--- config.mk ---
export PLATFORM = sky130hd
export DESIGN_NAME = sflow_flow_record_parser
export DESIGN_NICKNAME = d
export VERILOG_FILES = /design/src/rtl/sfr_pkg.sv /design/src/rtl/sfr_front.sv /design/src/rtl/sfr_fifo.sv /design/src/rtl/sfr_back.sv /design/src/rtl/sflow_flow_record_parser.sv
export VERILOG_INCLUDE_DIRS = /design/src /design/src/rtl
export SDC_FILE = /design/constraint.sdc
export NUM_CORES = 2
export LEC_CHECK = 0
export ABC_CLOCK_PERIOD_IN_PS = 60700
export CORE_ASPECT_RATIO = 1.25
export CORE_MARGIN = 8
export CORE_UTILIZATION = 50
export CTS_CLUSTER_SIZE = 16
export DETAILED_ROUTE_END_ITERATION = 7
export DONT_BUFFER_PORTS = 1
export REMOVE_ABC_BUFFERS = 1
export SYNTH_ARGS = -nofsm -noshare
export SYNTH_HDL_FRONTEND = slang
export SYNTH_SLANG_ARGS = --single-unit
--- constraint.sdc ---
create_clock -name clk -period 60.7 [get_ports clk]
set_input_delay 12.14 -clock clk [delete_from_list [all_inputs] [get_ports clk]]
set_output_delay 12.14 -clock clk [all_outputs]
set_load 0.005 [all_outputs]
--- src/rtl/assert_macros.svh ---
// Assertion macros shared by the parser RTL.
`ifndef ASSERT_MACROS_SVH
`define ASSERT_MACROS_SVH

// Flag a condition that must never hold while out of reset.
`define SFR_ASSERT_NEVER(label, clk, rst_n, cond) \
    label: assert property (@(posedge clk) disable iff (!rst_n) !(cond)) \
        else $error("sfr assertion failed");

// Flag a consequent that fails to follow its antecedent in the same cycle.
`define SFR_ASSERT_IMPLY(label, clk, rst_n, pre, post) \
    label: assert property (@(posedge clk) disable iff (!rst_n) (pre) |-> (post)) \
        else $error("sfr assertion failed");

`endif

--- src/rtl/sfr_pkg.sv ---
// Types and constants shared by the sFlow record parser.
`default_nettype none
package sfr_pkg;

    localparam int unsigned FIFO_DEPTH = 4;
    localparam int unsigned FIFO_AW    = 2;

    localparam logic [1:0]  CFG_FLOW_FORMAT = 2'd0;
    localparam logic [1:0]  CFG_RAW_FORMAT  = 2'd1;
    localparam logic [1:0]  CFG_ETH_PROTO   = 2'd2;

    localparam logic [15:0] ETH_VLAN = 16'h8100;
    localparam logic [15:0] ETH_IPV4 = 16'h0800;
    localparam logic [15:0] ETH_IPV6 = 16'h86DD;

    localparam logic [1:0]  KIND_OTHER = 2'd0;
    localparam logic [1:0]  KIND_IPV4  = 2'd1;
    localparam logic [1:0]  KIND_IPV6  = 2'd2;

    localparam logic [6:0]  IPV4_OVERHEAD = 7'd34;
    localparam logic [6:0]  IPV6_OVERHEAD = 7'd40;

    typedef enum logic [4:0] {
        PH_HDR0, PH_AGENT, PH_HDR1, PH_SFORMAT, PH_SLEN_FLOW, PH_SLEN_OTHER,
        PH_FLOWHDR, PH_NREC, PH_RFORMAT, PH_RLEN_RAW, PH_RLEN_OTHER,
        PH_RPROTO, PH_RAW_ETH, PH_RAW_OTHER, PH_MACS, PH_ETYPE, PH_VLAN,
        PH_IP4, PH_IP6HDR, PH_IP6ADDR, PH_RSKIP, PH_SSKIP, PH_DONE
    } sfr_phase_t;

    typedef enum logic [2:0] {
        ACT_NONE, ACT_GO, ACT_NEXT_SAMPLE, ACT_END_SAMPLE,
        ACT_NEXT_RECORD, ACT_END_RECORD
    } sfr_act_t;

    typedef struct packed {
        logic [47:0] dest_mac;
        logic [47:0] source_mac;
        logic [1:0]  net_kind;
        logic [11:0] vlan_tag;
        logic [63:0] src_ip_high;
        logic [63:0] src_ip_low;
        logic [63:0] dst_ip_high;
        logic [63:0] dst_ip_low;
        logic [15:0] ip_length;
        logic [31:0] sample_rate;
        logic        status;
    } sfr_event_t;

    typedef struct packed {
        logic full;
        logic empty;
    } sfr_fifo_stat_t;

endpackage
`default_nettype wire

--- src/rtl/sfr_front.sv ---
// Byte-level datagram walker: tracks sample/record structure, emits record and truncation events.
`default_nettype none
`include "assert_macros.svh"
module sfr_front (
    input  wire logic              clk,
    input  wire logic              rst_n,
    input  wire logic              accept,
    input  wire logic [7:0]        data_byte,
    input  wire logic              end_of_datagram,
    input  wire logic              cfg_we,
    input  wire logic [1:0]        cfg_index,
    input  wire logic [31:0]       cfg_data,
    output logic                   ev_valid,
    output sfr_pkg::sfr_event_t    ev
);

    sfr_pkg::sfr_phase_t phase_reg, phase_next;
    logic [4:0]  idx_reg, idx_next;
    logic [31:0] acc_reg, acc_next;
    logic        agent6_reg, agent6_next;
    logic [31:0] samp_reg, samp_next, rec_reg, rec_next;
    logic [31:0] slen_reg, slen_next, rlen_reg, rlen_next;
    logic [31:0] rate_reg, rate_next;
    logic [47:0] dmac_reg, dmac_next, smac_reg, smac_next;
    logic [11:0] vlan_reg, vlan_next;
    logic [1:0]  kind_reg, kind_next;
    logic [15:0] len_reg, len_next;
    logic [63:0] src_lo_reg, src_lo_next, src_hi_reg, src_hi_next;
    logic [63:0] dst_lo_reg, dst_lo_next, dst_hi_reg, dst_hi_next;
    logic [31:0] flow_fmt_reg, raw_fmt_reg, eth_proto_reg;

    function automatic logic [5:0] phase_len(sfr_pkg::sfr_phase_t p, logic agent6);
        logic [5:0] n;
        case (p)
            sfr_pkg::PH_HDR0:      n = 6'd8;
            sfr_pkg::PH_AGENT:     n = agent6 ? 6'd16 : 6'd4;
            sfr_pkg::PH_HDR1:      n = 6'd16;
            sfr_pkg::PH_FLOWHDR:   n = 6'd28;
            sfr_pkg::PH_RAW_ETH,
            sfr_pkg::PH_RAW_OTHER,
            sfr_pkg::PH_MACS:      n = 6'd12;
            sfr_pkg::PH_ETYPE:     n = 6'd2;
            sfr_pkg::PH_IP4:       n = 6'd20;
            sfr_pkg::PH_IP6HDR:    n = 6'd8;
            sfr_pkg::PH_IP6ADDR:   n = 6'd32;
            default:               n = 6'd4;
        endcase
        return n;
    endfunction

    always_comb
    begin
        logic [31:0]         a;
        logic                done;
        logic                emit;
        logic                trunc;
        sfr_pkg::sfr_act_t   act;
        sfr_pkg::sfr_phase_t tgt;
        logic [15:0]         et;

        a    = {acc_reg[23:0], data_byte};
        done = 1'b0;
        emit = 1'b0;
        trunc = 1'b0;
        act  = sfr_pkg::ACT_NONE;
        tgt  = phase_reg;
        et   = 16'd0;

        phase_next = phase_reg;  idx_next = idx_reg;      acc_next = acc_reg;
        agent6_next = agent6_reg; samp_next = samp_reg;   rec_next = rec_reg;
        slen_next = slen_reg;    rlen_next = rlen_reg;    rate_next = rate_reg;
        dmac_next = dmac_reg;    smac_next = smac_reg;    vlan_next = vlan_reg;
        kind_next = kind_reg;    len_next = len_reg;
        src_lo_next = src_lo_reg; src_hi_next = src_hi_reg;
        dst_lo_next = dst_lo_reg; dst_hi_next = dst_hi_reg;
        ev_valid = 1'b0;
        ev = '0;

        if (accept)
        begin
            if (phase_reg >= sfr_pkg::PH_FLOWHDR && phase_reg <= sfr_pkg::PH_SSKIP
                && slen_reg != 32'd0)
                slen_next = slen_reg - 32'd1;
            if (phase_reg >= sfr_pkg::PH_RPROTO && phase_reg <= sfr_pkg::PH_RSKIP
                && rlen_reg != 32'd0)
                rlen_next = rlen_reg - 32'd1;

            if (phase_reg == sfr_pkg::PH_RSKIP)
            begin
                if (rlen_next == 32'd0)
                    act = sfr_pkg::ACT_NEXT_RECORD;
            end
            else if (phase_reg == sfr_pkg::PH_SSKIP)
            begin
                if (slen_next == 32'd0)
                    act = sfr_pkg::ACT_NEXT_SAMPLE;
            end
            else if (phase_reg != sfr_pkg::PH_DONE)
            begin
                acc_next = a;
                idx_next = idx_reg + 5'd1;
                done = ({1'b0, idx_reg} + 6'd1) >= phase_len(phase_reg, agent6_reg);

                if (phase_reg == sfr_pkg::PH_FLOWHDR && idx_reg == 5'd11)
                    rate_next = a;
                if (phase_reg == sfr_pkg::PH_MACS)
                begin
                    if (idx_reg < 5'd6)
                        dmac_next = {dmac_reg[39:0], data_byte};
                    else
                        smac_next = {smac_reg[39:0], data_byte};
                end
                if (phase_reg == sfr_pkg::PH_IP4)
                begin
                    if (idx_reg == 5'd3)
                        len_next = a[15:0];
                    if (idx_reg >= 5'd12 && idx_reg < 5'd16)
                        src_lo_next = {32'd0, src_lo_reg[23:0], data_byte};
                    if (idx_reg >= 5'd16)
                        dst_lo_next = {32'd0, dst_lo_reg[23:0], data_byte};
                end
                if (phase_reg == sfr_pkg::PH_IP6HDR && idx_reg == 5'd7)
                    len_next = a[31:16];
                if (phase_reg == sfr_pkg::PH_IP6ADDR)
                begin
                    case ({idx_reg[4], idx_reg[3]})
                        2'b00:   src_hi_next = {src_hi_reg[55:0], data_byte};
                        2'b01:   src_lo_next = {src_lo_reg[55:0], data_byte};
                        2'b10:   dst_hi_next = {dst_hi_reg[55:0], data_byte};
                        default: dst_lo_next = {dst_lo_reg[55:0], data_byte};
                    endcase
                end

                if (done)
                begin
                    case (phase_reg)
                        sfr_pkg::PH_HDR0:
                        begin
                            agent6_next = (a != 32'd1);
                            act = sfr_pkg::ACT_GO; tgt = sfr_pkg::PH_AGENT;
                        end
                        sfr_pkg::PH_AGENT:
                        begin
                            act = sfr_pkg::ACT_GO; tgt = sfr_pkg::PH_HDR1;
                        end
                        sfr_pkg::PH_HDR1:
                        begin
                            samp_next = a; act = sfr_pkg::ACT_NEXT_SAMPLE;
                        end
                        sfr_pkg::PH_SFORMAT:
                        begin
                            act = sfr_pkg::ACT_GO;
                            tgt = (a == flow_fmt_reg) ? sfr_pkg::PH_SLEN_FLOW
                                                      : sfr_pkg::PH_SLEN_OTHER;
                        end
                        sfr_pkg::PH_SLEN_FLOW:
                        begin
                            slen_next = a; act = sfr_pkg::ACT_GO; tgt = sfr_pkg::PH_FLOWHDR;
                        end
                        sfr_pkg::PH_SLEN_OTHER:
                        begin
                            slen_next = a; act = sfr_pkg::ACT_END_SAMPLE;
                        end
                        sfr_pkg::PH_FLOWHDR:
                        begin
                            act = sfr_pkg::ACT_GO; tgt = sfr_pkg::PH_NREC;
                        end
                        sfr_pkg::PH_NREC:
                        begin
                            rec_next = a; act = sfr_pkg::ACT_NEXT_RECORD;
                        end
                        sfr_pkg::PH_RFORMAT:
                        begin
                            act = sfr_pkg::ACT_GO;
                            tgt = (a == raw_fmt_reg) ? sfr_pkg::PH_RLEN_RAW
                                                     : sfr_pkg::PH_RLEN_OTHER;
                        end
                        sfr_pkg::PH_RLEN_RAW:
                        begin
                            rlen_next = a; act = sfr_pkg::ACT_GO; tgt = sfr_pkg::PH_RPROTO;
                        end
                        sfr_pkg::PH_RLEN_OTHER:
                        begin
                            rlen_next = a; act = sfr_pkg::ACT_END_RECORD;
                        end
                        sfr_pkg::PH_RPROTO:
                        begin
                            act = sfr_pkg::ACT_GO;
                            tgt = (a == eth_proto_reg) ? sfr_pkg::PH_RAW_ETH
                                                       : sfr_pkg::PH_RAW_OTHER;
                        end
                        sfr_pkg::PH_RAW_ETH:
                        begin
                            // Clear everything a new Ethernet record reports.
                            dmac_next = '0; smac_next = '0; vlan_next = '0;
                            kind_next = sfr_pkg::KIND_OTHER; len_next = '0;
                            src_lo_next = '0; src_hi_next = '0;
                            dst_lo_next = '0; dst_hi_next = '0;
                            act = sfr_pkg::ACT_GO; tgt = sfr_pkg::PH_MACS;
                        end
                        sfr_pkg::PH_RAW_OTHER: act = sfr_pkg::ACT_END_RECORD;
                        sfr_pkg::PH_MACS:
                        begin
                            act = sfr_pkg::ACT_GO; tgt = sfr_pkg::PH_ETYPE;
                        end
                        sfr_pkg::PH_ETYPE, sfr_pkg::PH_VLAN:
                        begin
                            et = a[15:0];
                            if (phase_reg == sfr_pkg::PH_ETYPE && et == sfr_pkg::ETH_VLAN)
                            begin
                                act = sfr_pkg::ACT_GO; tgt = sfr_pkg::PH_VLAN;
                            end
                            else
                            begin
                                if (phase_reg == sfr_pkg::PH_VLAN)
                                    vlan_next = a[27:16];
                                if (et == sfr_pkg::ETH_IPV4)
                                begin
                                    kind_next = sfr_pkg::KIND_IPV4;
                                    act = sfr_pkg::ACT_GO; tgt = sfr_pkg::PH_IP4;
                                end
                                else if (et == sfr_pkg::ETH_IPV6)
                                begin
                                    kind_next = sfr_pkg::KIND_IPV6;
                                    act = sfr_pkg::ACT_GO; tgt = sfr_pkg::PH_IP6HDR;
                                end
                                else
                                begin
                                    kind_next = sfr_pkg::KIND_OTHER;
                                    emit = 1'b1;
                                    act = sfr_pkg::ACT_END_RECORD;
                                end
                            end
                        end
                        sfr_pkg::PH_IP4, sfr_pkg::PH_IP6ADDR:
                        begin
                            emit = 1'b1; act = sfr_pkg::ACT_END_RECORD;
                        end
                        sfr_pkg::PH_IP6HDR:
                        begin
                            act = sfr_pkg::ACT_GO; tgt = sfr_pkg::PH_IP6ADDR;
                        end
                        default: act = sfr_pkg::ACT_NONE;
                    endcase
                end
            end

            // Resolve the record/sample end cascade.
            if (act == sfr_pkg::ACT_END_RECORD)
            begin
                if (rlen_next != 32'd0)
                begin
                    act = sfr_pkg::ACT_GO; tgt = sfr_pkg::PH_RSKIP;
                end
                else
                    act = sfr_pkg::ACT_NEXT_RECORD;
            end
            if (act == sfr_pkg::ACT_NEXT_RECORD)
            begin
                if (rec_next == 32'd0)
                    act = sfr_pkg::ACT_END_SAMPLE;
                else
                begin
                    rec_next = rec_next - 32'd1;
                    act = sfr_pkg::ACT_GO; tgt = sfr_pkg::PH_RFORMAT;
                end
            end
            if (act == sfr_pkg::ACT_END_SAMPLE)
            begin
                if (slen_next != 32'd0)
                begin
                    act = sfr_pkg::ACT_GO; tgt = sfr_pkg::PH_SSKIP;
                end
                else
                    act = sfr_pkg::ACT_NEXT_SAMPLE;
            end
            if (act == sfr_pkg::ACT_NEXT_SAMPLE)
            begin
                act = sfr_pkg::ACT_GO;
                if (samp_next == 32'd0)
                    tgt = sfr_pkg::PH_DONE;
                else
                begin
                    samp_next = samp_next - 32'd1;
                    tgt = sfr_pkg::PH_SFORMAT;
                end
            end
            if (act == sfr_pkg::ACT_GO)
            begin
                phase_next = tgt; idx_next = '0; acc_next = '0;
            end

            ev.dest_mac    = dmac_next;
            ev.source_mac  = smac_next;
            ev.net_kind    = kind_next;
            ev.vlan_tag    = vlan_next;
            ev.src_ip_high = src_hi_next;
            ev.src_ip_low  = src_lo_next;
            ev.dst_ip_high = dst_hi_next;
            ev.dst_ip_low  = dst_lo_next;
            ev.ip_length   = len_next;
            ev.sample_rate = rate_next;
            ev.status      = 1'b0;

            if (end_of_datagram)
            begin
                trunc = (phase_next != sfr_pkg::PH_DONE) && !emit;
                if (trunc)
                begin
                    ev = '0;
                    ev.status = 1'b1;
                end
                // Return to the version field of the next datagram.
                phase_next = sfr_pkg::PH_HDR0; idx_next = '0; acc_next = '0;
                agent6_next = 1'b0; samp_next = '0; rec_next = '0;
                slen_next = '0; rlen_next = '0;
            end
            ev_valid = emit || trunc;
        end
    end

    always_ff @(posedge clk or negedge rst_n)
    begin
        if (!rst_n)
        begin
            phase_reg <= sfr_pkg::PH_HDR0; idx_reg <= '0; acc_reg <= '0;
            agent6_reg <= 1'b0; samp_reg <= '0; rec_reg <= '0;
            slen_reg <= '0; rlen_reg <= '0; rate_reg <= '0;
            dmac_reg <= '0; smac_reg <= '0; vlan_reg <= '0;
            kind_reg <= '0; len_reg <= '0;
            src_lo_reg <= '0; src_hi_reg <= '0; dst_lo_reg <= '0; dst_hi_reg <= '0;
            flow_fmt_reg <= 32'd1; raw_fmt_reg <= 32'd1; eth_proto_reg <= 32'd1;
        end
        else
        begin
            phase_reg <= phase_next; idx_reg <= idx_next; acc_reg <= acc_next;
            agent6_reg <= agent6_next; samp_reg <= samp_next; rec_reg <= rec_next;
            slen_reg <= slen_next; rlen_reg <= rlen_next; rate_reg <= rate_next;
            dmac_reg <= dmac_next; smac_reg <= smac_next; vlan_reg <= vlan_next;
            kind_reg <= kind_next; len_reg <= len_next;
            src_lo_reg <= src_lo_next; src_hi_reg <= src_hi_next;
            dst_lo_reg <= dst_lo_next; dst_hi_reg <= dst_hi_next;
            if (cfg_we && cfg_index == sfr_pkg::CFG_FLOW_FORMAT)
                flow_fmt_reg <= cfg_data;
            if (cfg_we && cfg_index == sfr_pkg::CFG_RAW_FORMAT)
                raw_fmt_reg <= cfg_data;
            if (cfg_we && cfg_index == sfr_pkg::CFG_ETH_PROTO)
                eth_proto_reg <= cfg_data;
        end
    end

    `SFR_ASSERT_IMPLY(a_done_no_samples, clk, rst_n, phase_reg == sfr_pkg::PH_DONE, samp_reg == 32'd0)
    `SFR_ASSERT_IMPLY(a_trunc_zero, clk, rst_n, ev_valid && ev.status, ev.net_kind == sfr_pkg::KIND_OTHER && ev.sample_rate == 32'd0)

endmodule
`default_nettype wire

--- src/rtl/sfr_fifo.sv ---
// Short event queue between the byte walker and the output stage.
`default_nettype none
`include "assert_macros.svh"
module sfr_fifo (
    input  wire logic              clk,
    input  wire logic              rst_n,
    input  wire logic              push,
    input  sfr_pkg::sfr_event_t    push_data,
    input  wire logic              pop,
    output sfr_pkg::sfr_event_t    pop_data,
    output sfr_pkg::sfr_fifo_stat_t stat
);

    sfr_pkg::sfr_event_t mem_reg [sfr_pkg::FIFO_DEPTH];
    logic [sfr_pkg::FIFO_AW-1:0] wr_reg, rd_reg;
    logic [sfr_pkg::FIFO_AW:0]   cnt_reg, cnt_next;

    assign stat.full  = (cnt_reg == (sfr_pkg::FIFO_AW+1)'(sfr_pkg::FIFO_DEPTH));
    assign stat.empty = (cnt_reg == '0);
    assign pop_data   = mem_reg[rd_reg];

    always_comb
    begin
        cnt_next = cnt_reg;
        if (push && !pop)
            cnt_next = cnt_reg + 1'b1;
        else if (pop && !push)
            cnt_next = cnt_reg - 1'b1;
    end

    always_ff @(posedge clk)
    begin
        if (push)
            mem_reg[wr_reg] <= push_data;
    end

    always_ff @(posedge clk or negedge rst_n)
    begin
        if (!rst_n)
        begin
            wr_reg <= '0; rd_reg <= '0; cnt_reg <= '0;
        end
        else
        begin
            if (push)
                wr_reg <= wr_reg + 1'b1;
            if (pop)
                rd_reg <= rd_reg + 1'b1;
            cnt_reg <= cnt_next;
        end
    end

    `SFR_ASSERT_NEVER(a_push_full, clk, rst_n, push && stat.full)
    `SFR_ASSERT_NEVER(a_pop_empty, clk, rst_n, pop && stat.empty)

endmodule
`default_nettype wire

--- src/rtl/sfr_back.sv ---
// Output stage: scales the IP length plus a per-kind overhead by the sampling rate and holds the result item.
`default_nettype none
`include "assert_macros.svh"
module sfr_back (
    input  wire logic              clk,
    input  wire logic              rst_n,
    input  sfr_pkg::sfr_fifo_stat_t stat,
    input  sfr_pkg::sfr_event_t    ev,
    output logic                   pop,
    input  wire logic              out_ready,
    output logic                   out_valid,
    output sfr_pkg::sfr_event_t    out_ev,
    output logic [48:0]            scaled_bytes
);

    logic        valid_reg;
    sfr_pkg::sfr_event_t ev_reg;
    logic [48:0] scaled_reg, scaled_next;
    logic [16:0] wire_len;

    assign pop = !stat.empty && (!valid_reg || out_ready);

    always_comb
    begin
        wire_len = {1'b0, ev.ip_length} + ((ev.net_kind == sfr_pkg::KIND_IPV4)
                   ? 17'(sfr_pkg::IPV4_OVERHEAD) : 17'(sfr_pkg::IPV6_OVERHEAD));
        if (ev.net_kind == sfr_pkg::KIND_OTHER)
            scaled_next = '0;
        else
            scaled_next = 49'(wire_len * ev.sample_rate);
    end

    always_ff @(posedge clk)
    begin
        if (pop)
        begin
            ev_reg     <= ev;
            scaled_reg <= scaled_next;
        end
    end

    always_ff @(posedge clk or negedge rst_n)
    begin
        if (!rst_n)
            valid_reg <= 1'b0;
        else if (pop)
            valid_reg <= 1'b1;
        else if (out_ready)
            valid_reg <= 1'b0;
    end

    assign out_valid    = valid_reg;
    assign out_ev       = ev_reg;
    assign scaled_bytes = scaled_reg;

    `SFR_ASSERT_IMPLY(a_status_unscaled, clk, rst_n, out_valid && out_ev.status, scaled_bytes == 49'd0)

endmodule
`default_nettype wire

--- src/rtl/sflow_flow_record_parser.sv ---
// Top level of the sFlow v5 flow-record parser.
//
//   channel | direction | handshake           | payload
//   in      | input     | in_valid/in_ready   | data_byte, end_of_datagram
//   out     | output    | out_valid/out_ready | record fields, scaled_bytes, status
//   cfg     | input     | cfg_we              | cfg_index, cfg_data
//
// One byte is taken per cycle while in_ready is high; its parse step completes in that cycle.
// A result item passes through the four-entry event queue and then the
// length-times-rate multiply register before it reaches out_valid.
// in_ready drops only while the event queue is full; the output side stalls alone.
// Reset leaves the walker at the version field with all three format words at 1.
`default_nettype none
module sflow_flow_record_parser (
    input  wire logic        clk,
    input  wire logic        rst_n,
    input  wire logic        in_valid,
    output logic             in_ready,
    input  wire logic [7:0]  data_byte,
    input  wire logic        end_of_datagram,
    output logic             out_valid,
    input  wire logic        out_ready,
    output logic [47:0]      dest_mac,
    output logic [47:0]      source_mac,
    output logic [1:0]       net_kind,
    output logic [11:0]      vlan_tag,
    output logic [63:0]      src_ip_high,
    output logic [63:0]      src_ip_low,
    output logic [63:0]      dst_ip_high,
    output logic [63:0]      dst_ip_low,
    output logic [15:0]      ip_length,
    output logic [31:0]      sample_rate,
    output logic [48:0]      scaled_bytes,
    output logic             status,
    input  wire logic        cfg_we,
    input  wire logic [1:0]  cfg_index,
    input  wire logic [31:0] cfg_data
);

    logic                    accept;
    logic                    ev_valid;
    logic                    pop;
    sfr_pkg::sfr_event_t     ev, q_ev, out_ev;
    sfr_pkg::sfr_fifo_stat_t stat;

    // Hold off bytes only when the queue has no room for an event.
    assign in_ready = !stat.full;
    assign accept   = in_valid && in_ready;

    sfr_front u_front (
        .clk             (clk),
        .rst_n           (rst_n),
        .accept          (accept),
        .data_byte       (data_byte),
        .end_of_datagram (end_of_datagram),
        .cfg_we          (cfg_we),
        .cfg_index       (cfg_index),
        .cfg_data        (cfg_data),
        .ev_valid        (ev_valid),
        .ev              (ev)
    );

    sfr_fifo u_fifo (
        .clk       (clk),
        .rst_n     (rst_n),
        .push      (ev_valid),
        .push_data (ev),
        .pop       (pop),
        .pop_data  (q_ev),
        .stat      (stat)
    );

    sfr_back u_back (
        .clk          (clk),
        .rst_n        (rst_n),
        .stat         (stat),
        .ev           (q_ev),
        .pop          (pop),
        .out_ready    (out_ready),
        .out_valid    (out_valid),
        .out_ev       (out_ev),
        .scaled_bytes (scaled_bytes)
    );

    assign dest_mac    = out_ev.dest_mac;
    assign source_mac  = out_ev.source_mac;
    assign net_kind    = out_ev.net_kind;
    assign vlan_tag    = out_ev.vlan_tag;
    assign src_ip_high = out_ev.src_ip_high;
    assign src_ip_low  = out_ev.src_ip_low;
    assign dst_ip_high = out_ev.dst_ip_high;
    assign dst_ip_low  = out_ev.dst_ip_low;
    assign ip_length   = out_ev.ip_length;
    assign sample_rate = out_ev.sample_rate;
    assign status      = out_ev.status;

endmodule
`default_nettype wire
Yosys cells after proc, flatten, opt, wreduce, memory -nomap -nowiden
Memory sizes are Yosys's and may differ from the RTL's.
Cells that the tools add are included.
{ "word_totals": {"ff_bits": 1145, "ramBits": 1660, "inputBits": 48, "memories": 1} }
{ "mem_list": {"columns": ["memory", "depth", "word_bits", "rd", "rd_clocked_by_memory_dff", "write_ports", "line", "rtl"], "rows": [
  ["u_fifo.mem_reg", 4, 415, 1, 0, 1, "sfr_fifo.sv:14", "sfr_pkg::sfr_event_t mem_reg [sfr_pkg::FIFO_DEPTH];"]
]} }
{ "op_classes": {"add_sub_neg": 11, "multipliers": 1, "n_lt_le_gt_ge": 9, "eq_ne": 48, "mux": 197, "n_reduce_logical": 54} }
{ "ops": {"columns": ["cell", "n"], "rows": [
  ["64-bit 2-to-1 mux", 32],
  ["32-bit 2-to-1 mux", 40],
  ["415-bit 2-to-1 mux", 3],
  ["48-bit 2-to-1 mux", 14],
  ["32-bit zero test", 4],
  ["16-bit 2-to-1 mux", 8],
  ["32-bit nonzero test", 4],
  ["32-bit by 1-bit subtractor with 32-bit output, second input constant", 4],
  ["24-bit 2-to-1 mux", 5],
  ["5-bit 2-to-1 mux", 24],
  ["32-bit equality test", 3],
  ["12-bit 2-to-1 mux", 6],
  ["3-bit 2-to-1 mux", 20],
  ["5-bit one-hot mux with 12 select lines", 1],
  ["17-bit by 32-bit multiplier with 49-bit output", 1],
  ["6-bit one-hot mux with 8 select lines", 1],
  ["5-bit by 4-bit equality test with 1-bit output, second input constant", 9],
  ["16-bit equality test, second input constant", 2],
  ["32-bit by 1-bit != test with 1-bit output, second input constant", 1],
  ["5-bit equality test, second input constant", 6],
  ["5-bit by 3-bit equality test with 1-bit output, second input constant", 5],
  ["6-bit 2-to-1 mux", 4],
  ["12-bit one-hot mux with 2 select lines", 1],
  ["1-bit 2-to-1 mux", 23],
  ["43 further kinds", 99]
]} }

Logic depth before layout (Yosys ltp)
{ "logic_depth": {"word_depth": 39, "mapped_depth": 43, "depth_no_buf": 38} }

Modules after synthesis
A second synthesis with hierarchy kept.
{ "unflattened": {"hier_cells": 9375, "area_unflattened_um2": 131622.5} }
{ "by_module_without_submodules": {"columns": ["module", "instances", "cells_per_inst", "area_each_um2", "seq_area_each_um2"], "rows": [
  ["sfr_fifo", 1, 2202, 60179.0, 50023.0],
  ["sfr_front", 1, 4478, 39256.4, 16844.9],
  ["sfr_back", 1, 2693, 32177.1, 13958.4],
  ["sflow_flow_record_parser", 1, 2, 10.0, 0.0]
]} }

Worst setup path before layout
Ideal clock, no wire load.
{ "synth_path": {"kind": "input -> register", "startpoint": "input port out_ready", "endpoint": "register u_fifo.cnt_reg[1] (netlist bit)", "setup_time_ns": 0.125, "t_arrival_ns": 36.760, "path_slack_ns": 23.815, "cell_stages": 7, "path_buffers": 0, "cell_sequence": "inv_1 -> a21oi_1 -> inv_1 -> ha_1 -> inv_1 -> fa_1 -> mux2_2"} }
{ "synth_between": {"elab_chain_len": 5} }
{ "synth_lines": {"columns": ["item", "line", "rtl"], "rows": [
  ["start, declared", "sflow_flow_record_parser.sv:22", "input wire logic out_ready,"],
  ["1-bit logical OR", "sfr_back.sv:21", "assign pop = !stat.empty && (!valid_reg || out_ready);"],
  ["1-bit logical AND", "sfr_back.sv:21", null],
  ["net pop", "sflow_flow_record_parser.sv:42", "logic pop;"],
  ["1-bit zero test", "sfr_fifo.sv:25", "if (push && !pop)"],
  ["1-bit logical AND", "sfr_fifo.sv:25", null],
  ["3-bit 2-to-1 mux", "sfr_fifo.sv:25", null],
  ["net u_fifo.cnt_next, one bit", "sfr_fifo.sv:16", "logic [sfr_pkg::FIFO_AW:0] cnt_reg, cnt_next;"],
  ["end signal, assigned", "sfr_fifo.sv:49", "cnt_reg <= cnt_next;"],
  ["end, declared", "sfr_fifo.sv:16", null]
]} }
The timed path passes the listed nets, and every way through them passes these cells.
A chain may end at the register's enable or synchronous reset.

Worst setup path in the final report
{ "layout_path": {"startpoint": "input port data_byte[5]", "endpoint": "memory u_fifo.mem_reg[0][58] (netlist bit) (enable)"} }
{ "layout_between": {"elab_chain_len": 33} }
{ "layout_lines": {"columns": ["item", "line", "rtl"], "rows": [
  ["start, declared", "sflow_flow_record_parser.sv:19", "input wire logic [7:0] data_byte,"],
  ["16-bit equality test", "sfr_front.sv:222", "else if (et == sfr_pkg::ETH_IPV6)"],
  ["3-bit 2-to-1 mux", "sfr_front.sv:222", null],
  ["3-bit 2-to-1 mux", "sfr_front.sv:217", "if (et == sfr_pkg::ETH_IPV4)"],
  ["3-bit 2-to-1 mux", "sfr_front.sv:209", "if (phase_reg == sfr_pkg::PH_ETYPE && et == sfr_pkg::ETH_VLAN)"],
  ["3-bit one-hot mux with 6 select lines", "sfr_front.sv:136", "case (phase_reg)"],
  ["3-bit 2-to-1 mux", "sfr_front.sv:134", "if (done)"],
  ["3-bit 2-to-1 mux", "sfr_front.sv:98", "else if (phase_reg != sfr_pkg::PH_DONE)"],
  ["3-bit 2-to-1 mux", "sfr_front.sv:93", "else if (phase_reg == sfr_pkg::PH_SSKIP)"],
  ["[18 not listed]", null, null],
  ["1-bit logical AND", "sfr_front.sv:307", "trunc = (phase_next != sfr_pkg::PH_DONE) && !emit;"],
  ["1-bit 2-to-1 mux", "sfr_front.sv:305", "if (end_of_datagram)"],
  ["1-bit 2-to-1 mux", "sfr_front.sv:79", "if (accept)"],
  ["1-bit logical OR *", "sfr_front.sv:318", "ev_valid = emit || trunc;"],
  ["1-bit 2-to-1 mux *", "sfr_front.sv:79", null],
  ["net ev_valid", "sflow_flow_record_parser.sv:41", "logic ev_valid;"],
  ["1-bit 2-to-1 mux *", "sfr_fifo.sv:33", "if (push)"],
  ["1-bit 2-to-1 mux (implied by the code) *", "sfr_fifo.sv:34", "mem_reg[wr_reg] <= push_data;"],
  ["end, declared", "sfr_fifo.sv:14", null]
]} }
Mark *: on every way through the listed nets, which the timed path passes. The rest lies on a longest branch. The select of a mux whose other input is x is not followed.

==> impl_results.md <==
* Status: complete, no violations
* Largest cells by area after synthesis: edfxtp_1 (49%), dfrtp_1 (13%), mux4_2 (7.2%)
* Clock tree buffer depth at 4
* Cell Area, Placed at 134,000 um^2
* Slew @ Worst Pin at 1230 ps
* Max-slew violations at 0
* Max-Cap Viols at 0
* Initial antenna violation count at 12
* Largest net degree at the start of global routing at 682
* Netlist Area Pre-Place at 130,000 um^2
* Die area at 277,000 um^2
* Post-synth top area share at 0.489
* Crit Path Class: in2reg
* CP Buf/Inv Count at 3
* Drt total wl at 350,000 um
* TritonCTS clock tree: built
* Mapped Cells at 9,229
* Clk Latency, worst-skew pair at 880 ps
* Post-DP HPWL at 205,000 um
* Min-delay worst type: reg2reg
* Die X at 473 um
* Hold Buf Count CTS at 0
* Port buffer count at 0
* Synth Flop Type: edfxtp_1
* Clock skew at 72.5 ps
* Area Growth Syn to Fin at 10.3%
* Starting Density at 0.502
* Cell with the most instances after synthesis: edfxtp_1
* Max FFs per register at 1,660
* Register bit total from synthesis at 2,805
* Syn Area/Cell at 14.1 um^2
* Yosys warns at 0
* Clock slew at reported path FFs at 60 ps
* Die Height at 587 um
* First-pass GRT wire length at 523,000 um
* Fraction of layout cells with a size suffix above 1 at 0.139
* CP peak stage delay at 920 ps
* # setup viols final at 0
* Initial DRC Count at 6,842
* Type of origin of the critical path: input port
* Total CTS buffers at 286
* Slowest CP cell: buf_4
* CP delay by family, top: buffers and inverters
* Post-DR wirelength/cell at 27.4 um
* DR DRC count at 0
* Routed Antenna Nets at 0
* Fmax at 0.0523 GHz
* H-tree levels at 5
* Fin area at 144,000 um^2
* Crit path cell chain: or4_1, nor3_1, nand2_1, or4_1, nand2_1, o21ai_0, o21ai_0, o41a_1, o31ai_2, a21boi_1, o21ai_1, o21ai_0, a21oi_1, and2_4, buf_4, buf_4, buf_4
* Synth cell types at 90
* CP required at 61,170 ps
* Final hold vios at 0
* Setup TNS at 0 ps
* Placement Rows at 209
* Fillcell total at 20,905
* Crit-path max FO at 62
* Register area share after synthesis at 0.620
* Max-Slew Margin vs Limit at 0.178
* Final min period at 19,140 ps
* Layout Nets at 9,694
* RSZ-0062 raised after global routing: false
* Post-cts resize count at 0
* Cell taking the most area after synthesis: edfxtp_1
* Overall Global Routing Usage at 0.247
* Post-synth EDFFs at 2,124
* Number of global-route vias before repair at 80,706
* I/O pin total at 514
* Clk root buf: clkbuf_16
* CTS Sinks at 2,805
* DRT Pass-1 Iters at 6
* Core box area at 259,000 um^2
* Top cells by count, synth: edfxtp_1 (2,124), nand2_1 (1,184), dfrtp_1 (678)
* Placer Congestion at 0.896
* Final Cycle Share at 0.315
* Gr ovfl total at 0
* Vias at 78,009
* Crit path DAT at 19,610 ps
* Async SR Flop Fraction at 0.243
* Post-DR vias/cell at 6.11
* Critical path endpoint category: flip-flop
* Setup Fix Bufs, Post-CTS at 0
==> cell usage in the layout, fill, tap and decap left out, types with 49 or more instances in the layout <==
cell and n:
nand3_1 154, nor2b_1 104, o21ai_0 268, clkbuf_16 294, a211oi_1 49, dfrtp_1 676
a22o_1 355, fa_1 450, nor2_1 420, xnor2_1 112, nand2_1 1182, mux2_2 161
buf_4 152, edfxtp_1 2124, nor4_1 53, mux2i_1 77, ha_1 140, clkbuf_1 53
inv_1 492, nor3_1 106, xor2_1 64, a22oi_1 119, and2_1 57, mux4_2 414
a21oi_1 425
==> routing by layer <==
metal	up-vias	wire length, um	GRT usage
li1	33531	-	-
met1	41087	141000	0.324
met2	2732	175000	0.419
met3	651	22900	0.0443
met4	8	12100	0.0818
met5	-	48	0
==> final cells by class <==
class                      instances  area (um^2)  area share
multi-input combinational       5306        45600       0.318
clock buffer                     374         7930      0.0552
tap                             3481         4360      0.0303
timing repair buffer             162         1360     0.00946
inverter                         493         1850      0.0129
sequential                      2805        80800       0.563
clock inverter                   144         1720      0.0120
antenna                            4         10.0   0.0000697
==> stage by stage <==
stage | utilization | hold slack [ps] | cells | setup slack (ps)
finish | 0.554 | 478 | 12769 | 41570
detailed placement | 0.516 | 463 | 12242 | 40590
global placement | 0.516 | 457 | 12242 | 40490
floorplan | - | 446 | 8604 | 23820
global route | 0.554 | 487 | 12766 | 41140
CTS | 0.553 | 478 | 12760 | 41530
==> worst paths after layout <==
| kind | startpoint | end | slack (ps) | cells after the start |
|---|---|---|---|---|
| setup / recovery | data_byte[5] | u_fifo.mem_reg[0][58] | 41570 | 17 |
| min in group asynchronous | rst_n | u_front.smac_reg[34] | 10960 | 0 |
| hold / removal | u_front.len_reg[7] | u_front.len_reg[7] | 480 | 2 |
| max in group asynchronous | rst_n | u_front.src_lo_reg[8] | 46330 | 4 |
| hold reg to reg | u_front.len_reg[7] | u_front.len_reg[7] | 480 | 2 |
| setup reg to reg | u_fifo.rd_reg[0] | u_back.scaled_bytes[44] | 48380 | 36 |
==> cell families after synthesis <==
family	Yosys count	share of synthesized area
AOI/OAI and AO/OA	1505	0.0780
xor gates and xnor gates	189	0.0127
adders and majority gates	592	0.0828
buffers and inverters	1118	0.0332
DFF	2805	0.620
muxes	653	0.0915
and+or+nand+nor	2367	0.0815
==> worst min-delay path: cells and delay by family, from the launching register on <==
family | cells | cell delay (ps)
and+or+nand+nor | 2 | 100
DFF | 1 | 340
Power is not shown: default switching activity piles up to over one toggle a cycle in this logic, so the estimate is an artifact.
